==> src/rtl/dfs_pkg.sv <==
`default_nettype none
package dfs_pkg;

	localparam logic [2:0] CMD_CLEAR  = 3'd0;
	localparam logic [2:0] CMD_LOAD   = 3'd1;
	localparam logic [2:0] CMD_INPUT  = 3'd2;
	localparam logic [2:0] CMD_OUTPUT = 3'd3;
	localparam logic [2:0] CMD_RUN    = 3'd4;

	localparam logic [2:0] KIND_BUF  = 3'd0;
	localparam logic [2:0] KIND_INV  = 3'd1;
	localparam logic [2:0] KIND_AND  = 3'd2;
	localparam logic [2:0] KIND_OR   = 3'd3;
	localparam logic [2:0] KIND_NAND = 3'd4;
	localparam logic [2:0] KIND_NOR  = 3'd5;

	localparam int FSET_W = 64;
	localparam int VAL_W  = 16;
	localparam int CNT_W  = 7;

	typedef struct packed {
		logic [2:0]  command;
		logic [5:0]  gate_slot;
		logic [2:0]  gate_kind;
		logic [5:0]  net_first;
		logic [5:0]  net_second;
		logic [5:0]  net_driven;
		logic [15:0] pattern;
	} req_t;

	typedef struct packed {
		logic [VAL_W-1:0]  output_values;
		logic [FSET_W-1:0] detected_set;
		logic [CNT_W-1:0]  detected_count;
		logic              incomplete;
	} res_t;

	typedef struct packed {
		logic run_init;
		logic pass_fault;
		logic fault_pass;
		logic in_step;
		logic sweep_restart;
		logic slot_addr;
		logic slot_chk;
		logic slot_ex;
		logic out_addr;
		logic out_acc;
		logic cnt_step;
		logic finish;
	} ctrl_cmd_t;

	typedef struct packed {
		logic in_done;
		logic slot_done;
		logic progress;
		logic out_done;
		logic cnt_last;
	} ctrl_sts_t;

endpackage
`default_nettype wire

==> src/rtl/dfs_ctrl.sv <==
`default_nettype none
module dfs_ctrl (
	input  wire logic               clk,
	input  wire logic               arst_n,
	input  wire logic               start,
	input  wire logic [2:0]         command,
	input  wire dfs_pkg::ctrl_sts_t sts,
	output dfs_pkg::ctrl_cmd_t      cmd,
	output logic                    busy
);

	localparam logic [3:0] ST_IDLE = 4'd0;
	localparam logic [3:0] ST_INIT = 4'd1;
	localparam logic [3:0] ST_INP  = 4'd2;
	localparam logic [3:0] ST_SA   = 4'd3;
	localparam logic [3:0] ST_SC   = 4'd4;
	localparam logic [3:0] ST_SE   = 4'd5;
	localparam logic [3:0] ST_SEND = 4'd6;
	localparam logic [3:0] ST_OA   = 4'd7;
	localparam logic [3:0] ST_OC   = 4'd8;
	localparam logic [3:0] ST_CNT  = 4'd9;
	localparam logic [3:0] ST_FIN  = 4'd10;

	logic [3:0] state_q, state_d;
	logic       pass_q, pass_d;

	assign busy = (state_q != ST_IDLE);

	always_comb begin
		state_d = state_q;
		pass_d  = pass_q;
		cmd     = '0;
		cmd.fault_pass = pass_q;
		unique case (state_q)
			ST_IDLE: begin
				if (start && command == dfs_pkg::CMD_RUN) state_d = ST_INIT;
			end
			ST_INIT: begin
				cmd.run_init = 1'b1;
				pass_d  = 1'b0;
				state_d = ST_INP;
			end
			ST_INP: begin
				if (sts.in_done) begin
					cmd.sweep_restart = 1'b1;
					state_d = ST_SA;
				end else begin
					cmd.in_step = 1'b1;
				end
			end
			ST_SA: begin
				if (sts.slot_done) begin
					state_d = ST_SEND;
				end else begin
					cmd.slot_addr = 1'b1;
					state_d = ST_SC;
				end
			end
			ST_SC: begin
				cmd.slot_chk = 1'b1;
				state_d = ST_SE;
			end
			ST_SE: begin
				cmd.slot_ex = 1'b1;
				state_d = ST_SA;
			end
			ST_SEND: begin
				if (sts.progress) begin
					cmd.sweep_restart = 1'b1;
					state_d = ST_SA;
				end else if (!pass_q) begin
					cmd.pass_fault = 1'b1;
					pass_d  = 1'b1;
					state_d = ST_INP;
				end else begin
					state_d = ST_OA;
				end
			end
			ST_OA: begin
				if (sts.out_done) begin
					state_d = ST_CNT;
				end else begin
					cmd.out_addr = 1'b1;
					state_d = ST_OC;
				end
			end
			ST_OC: begin
				cmd.out_acc = 1'b1;
				state_d = ST_OA;
			end
			ST_CNT: begin
				cmd.cnt_step = 1'b1;
				if (sts.cnt_last) state_d = ST_FIN;
			end
			ST_FIN: begin
				cmd.finish = 1'b1;
				state_d = ST_IDLE;
			end
			default: state_d = ST_IDLE;
		endcase
	end

	always_ff @(posedge clk or negedge arst_n) begin
		if (!arst_n) begin
			state_q <= ST_IDLE;
			pass_q  <= 1'b0;
		end else begin
			state_q <= state_d;
			pass_q  <= pass_d;
		end
	end

	a_busy_ends_on_finish: assert property (@(posedge clk) disable iff (!arst_n)
		$fell(busy) |-> $past(cmd.finish))
		else $error("busy dropped without a finished run");
	a_chk_after_addr: assert property (@(posedge clk) disable iff (!arst_n)
		cmd.slot_chk |-> $past(cmd.slot_addr))
		else $error("slot check without table read");
	a_ex_after_chk: assert property (@(posedge clk) disable iff (!arst_n)
		cmd.slot_ex |-> $past(cmd.slot_chk))
		else $error("slot execute without check");
	a_acc_after_addr: assert property (@(posedge clk) disable iff (!arst_n)
		cmd.out_acc |-> $past(cmd.out_addr))
		else $error("output accumulate without read");

endmodule
`default_nettype wire

==> config.mk <==
export PLATFORM = sky130hd
export DESIGN_NAME = dfs_ctrl
export DESIGN_NICKNAME = d
export VERILOG_FILES = /design/src/rtl/dfs_pkg.sv /design/src/rtl/dfs_ctrl.sv
export SDC_FILE = /design/constraint.sdc
export NUM_CORES = 1
export LEC_CHECK = 0
export ABC_AREA = 0
export BUFFER_PORTS_ARGS = -buffer_cell sky130_fd_sc_hd__buf_2
export CAP_MARGIN = 0
export CORE_AREA = 2 2 39 41
export CTS_BUF_LIST = sky130_fd_sc_hd__clkbuf_4 sky130_fd_sc_hd__clkbuf_8
export CTS_CLUSTER_SIZE = 40
export DETAILED_ROUTE_END_ITERATION = 6
export DIE_AREA = 0 0 41 43
export GPL_TIMING_DRIVEN = 0
export PLACE_DENSITY_LB_ADDON = 0.2
export SLEW_MARGIN = 20
export SYNTH_ARGS = -nofsm -noshare
export SYNTH_HDL_FRONTEND = slang
export SYNTH_SLANG_ARGS = --single-unit
==> constraint.sdc <==
create_clock -name clk -period 2.2 [get_ports clk]
set_input_delay 0.22 -clock clk [delete_from_list [all_inputs] [get_ports clk]]
set_output_delay 0.22 -clock clk [all_outputs]
set_load 0.05 [all_outputs]
Word-level counts from Yosys, hierarchy flattened:

Cells that the tools add are included.

* bits in registers: 5

* eq/ne operators: 15
* muxes and demuxes: 28
* reductions and logical operators: 6

Operators with widths (count)
* case mux 4 bit (10 select lines): 1
* 2-to-1 mux 1 bit: 19
* equality test 4 x 3 -> 1 bit (second input constant): 4
* 2-to-1 mux 4 bit: 4
* equality test 4 bit (second input constant): 3
* equality test 4 x 2 -> 1 bit (second input constant): 2
* inequality test 2 bit (second input constant): 4
* equality test 4 x 1 -> 1 bit (second input constant): 1
* logical NOT 4 bit: 1
* case mux 1 bit (2 select lines): 2
* nonzero test 4 bit: 1
* equality test 3 bit (second input constant): 1
* 2-to-1 mux 3 bit: 1
* AND reduction 3 bit: 1
* 2-to-1 mux 2 bit: 1
* AND reduction 2 bit: 1
* nonzero test 2 bit: 1
* logical AND 1 bit: 1

Longest topological paths before layout:

* word-level depth: 4
* mapped depth: 5

Worst setup path before layout:

No wires, ideal clock.

* path type: register -> output
* from: register state_q[2]
* to: output cmd[6] in the netlist's numbering
* arrival time: 1.949 ns
* data required time: 1.980 ns
* path slack: 0.031 ns
* cell stages (with the launch flop): 5
* path through: dfrtp_1 -> clkbuf_1 -> or2_1 -> clkbuf_1 -> nor3_1

RTL lines
* from (decl): line dfs_ctrl.sv:24 `logic [3:0] state_q, state_d;`
* from (signal assigned): line dfs_ctrl.sv:108 `state_q <= state_d;`
* to (decl): line dfs_ctrl.sv:8 `output dfs_pkg::ctrl_cmd_t cmd,`

Final worst setup path:

* from: register state_q[2]
* to: output busy

* word-level cells in the longest chain between the ends: 1

Ends and longest elaborated chain
* nonzero test 4 bit: line dfs_ctrl.sv:27 `assign busy = (state_q != ST_IDLE);`
* to (decl): line dfs_ctrl.sv:9 `output logic busy`

No other way between the ends.

==> metrics <==
die height=43 um; max-slew violations=0; share of cells above drive strength 1=about 40%; cell area after placement=564 um^2; commonest non-fill, non-tap cells in the layout=buf_2 (25), nor3_1 (7), nor2_1 (6), dfrtp_1 (5); Worst Skew=a little over 0.0005 ns; vias in the first global route=487; cell row count=14; DIE WIDTH=41 um; combinational share of power=70.3%; FF+latch count, synth=5; Die ar.=1760 um^2; post-synth top area share=29.2%; Worst Max-Slew Pin Slew=0.375 ns; Peak supply drop=829 uV; wire length on met1=around 560 um; CTS max path bufs=2; WL met2=571 um; unrepaired setup endpoints after global routing=no; Post-DP HPWL=895 um; Mean Syn Cell Area=7.53 um^2; DRC=0; gpl congestion=0.770; clock root cell=clkbuf_4; number of synthesized flops with an enable pin=0; Fin. Hold Viols=0; cts repair resizes=0; status=finished, final reports clean; Routed WL per cell=roughly 12 um; Distinct cells, synth=29; # clock sinks=5; router iterations before antenna repair=4; Core ar.=1380 um^2; CTS tree=yes; Reg power frac=17.8%; Req. time, crit path=1.98 ns; # diodes=0; Seq/Total Area, Yosys=29.2%; CP Launch Type=flip-flop; post-route cell area=604 um^2; Tcrit/Tclk final=89.2%; PwrDens=approximately 1700 nW/um^2; Pint=0.441 mW; dominant cell type by area after synthesis=dfrtp_1; mapped cell area=429 um^2; first-pass GRT wire length=2070 um; total track usage=17.3%; 1st-iter DRT viols=6; area added between synthesis and finish=40.8%; DRT Wirelength=1210 um; via count=between 500 and 600; I/O pin count=24; cell count after synthesis=57; Rel. slew slack=75.0%; Worst-path clk slew=0.04 ns; Crit. End Element=output pin; WS Path Type=flip-flop to output pin; initial antenna violation count=0; Num CTS Buffers=3; critical-path maximum fanout=8; Period minus WS final=between 1.5 and 2 ns; synthesized net count=68; CP arrival=1.74 ns; H-tree Lvls=1; Starting Density=between 30% and 40%; Fill cells=about 170; WL met3=78 um; Avg Vias per Cell=around 5.1; clock network power share=11.8%; nets=97; highest layer used for signal routing=met3; hold crit path type=primary input to flip-flop; Switch Pwr=0.567 mW; Sw Share=56.2%; Final ANT Viol Nets=0; Max Fclk=~500 MHz; prevailing post-synth register cell=dfrtp_1; PortBufs=23; TNS Setup=0 ns; max-cap violations=0; Clock Latency Late Sink=0.24 ns; largest net degree at the start of global routing=11; Static Leak=0.289 nW; leading cell type in the layout, fill and taps excluded=buf_2; GR Overflow Total=0; synth warn=0; top post-synthesis cells by area=dfrtp_1 (29%), nor3_1 (8.2%), nor2_1 (5.2%); async set-reset flop share out of synthesis=100%; Setup Viol. Count Final=0
[power by group through the flow]
stage	Sequential (mW)	Clock (mW)	Combinational, mW
after global placement	0.181	0	0.704
final	0.180	0.119	0.709
after global routing	0.193	0.135	0.776
after floorplan	0.169	0	0.569
after detailed placement	0.182	0	0.705
after CTS	0.181	0.128	0.710
[critical path, cell delays in order (launching register included)]
cell and delay [ns]:
dfrtp_1 0.35, clkbuf_1 0.18, or2_1 0.24, clkbuf_1 0.18
or3_1 0.33, buf_2 0.21
[cell usage after synthesis (all sizes together) (2+ instances only)]
cell and count:
clkbuf 3, o21ai 4, nand2b 4, dfrtp 5
nor2 6, o22ai 2, nor3 8, a21oi 4
buf 3, nand2 3, or3 2, or2 2
[timing repair]
item	in CTS	in global routing
hold buffers	1	0
endpoints found under the setup margin	0	0
hold endpoints to repair	5	0
buffers inserted	0	0
[layer usage]
| layer | global-route usage [%] | vias to the layer above |
|---|---|---|
| met4 | 6.00 | 0 |
| met2 | 25.0 | 19 |
| li1 | - | 262 |
| met5 | 0 | - |
| met3 | 6.28 | 0 |
| met1 | 23.1 | 239 |
[metrics by stage]
stage	power, mW	utilization [%]	setup WS, ns	cells	hold slack [ns]
after floorplan	0.738	-	0.0306	57	-0.0756
after global placement	0.885	40.8	0.498	96	0.0373
after detailed placement	0.886	40.8	0.506	96	0.0381
after CTS	1.02	43.7	0.220	101	0.196
after global routing	1.10	43.7	0.105	101	0.200
final	1.01	43.7	0.237	101	0.212
[cell families after synthesis]
kind of cell           share of synthesized area (%)
flip-flops                                      29.2
buffers and inverters                           7.58
multiplexers                                    2.33
AND/OR/NAND/NOR                                 37.3
AO/OA/AOI/OAI                                   23.6
[registers in the layout (all words and copies together) (netlist names)]
register and cells:
state_q 4, pass_q 1
[layout make-up]
type / count / area, um^2 / share of cell area (%)
multi-input cells: 45 / 272 / 44.9
flip-flops and latches: 5 / 125 / 20.7
repair buffers: 24 / 125 / 20.7
clock buffers: 4 / 30.0 / 4.97
plain buffers: 6 / 28.8 / 4.76
well taps: 16 / 20.0 / 3.31
inverters: 1 / 3.75 / 0.621
[path summary, 6_finish.rpt]
path | depth (start not counted) | slack [ns] | to | startpoint
setup / recovery | 5 | 0.24 | busy | state_q[2]
hold / removal | 2 | 0.21 | state_q[0] | sts[0]
setup reg to reg | 4 | 0.73 | state_q[0] | state_q[1]
hold reg to reg | 2 | 0.61 | pass_q | pass_q
max in group asynchronous | 2 | 1.76 | state_q[2] | arst_n
min in group asynchronous | 2 | 0.31 | state_q[1] | arst_n
Power figures use the tool's default switching activity.
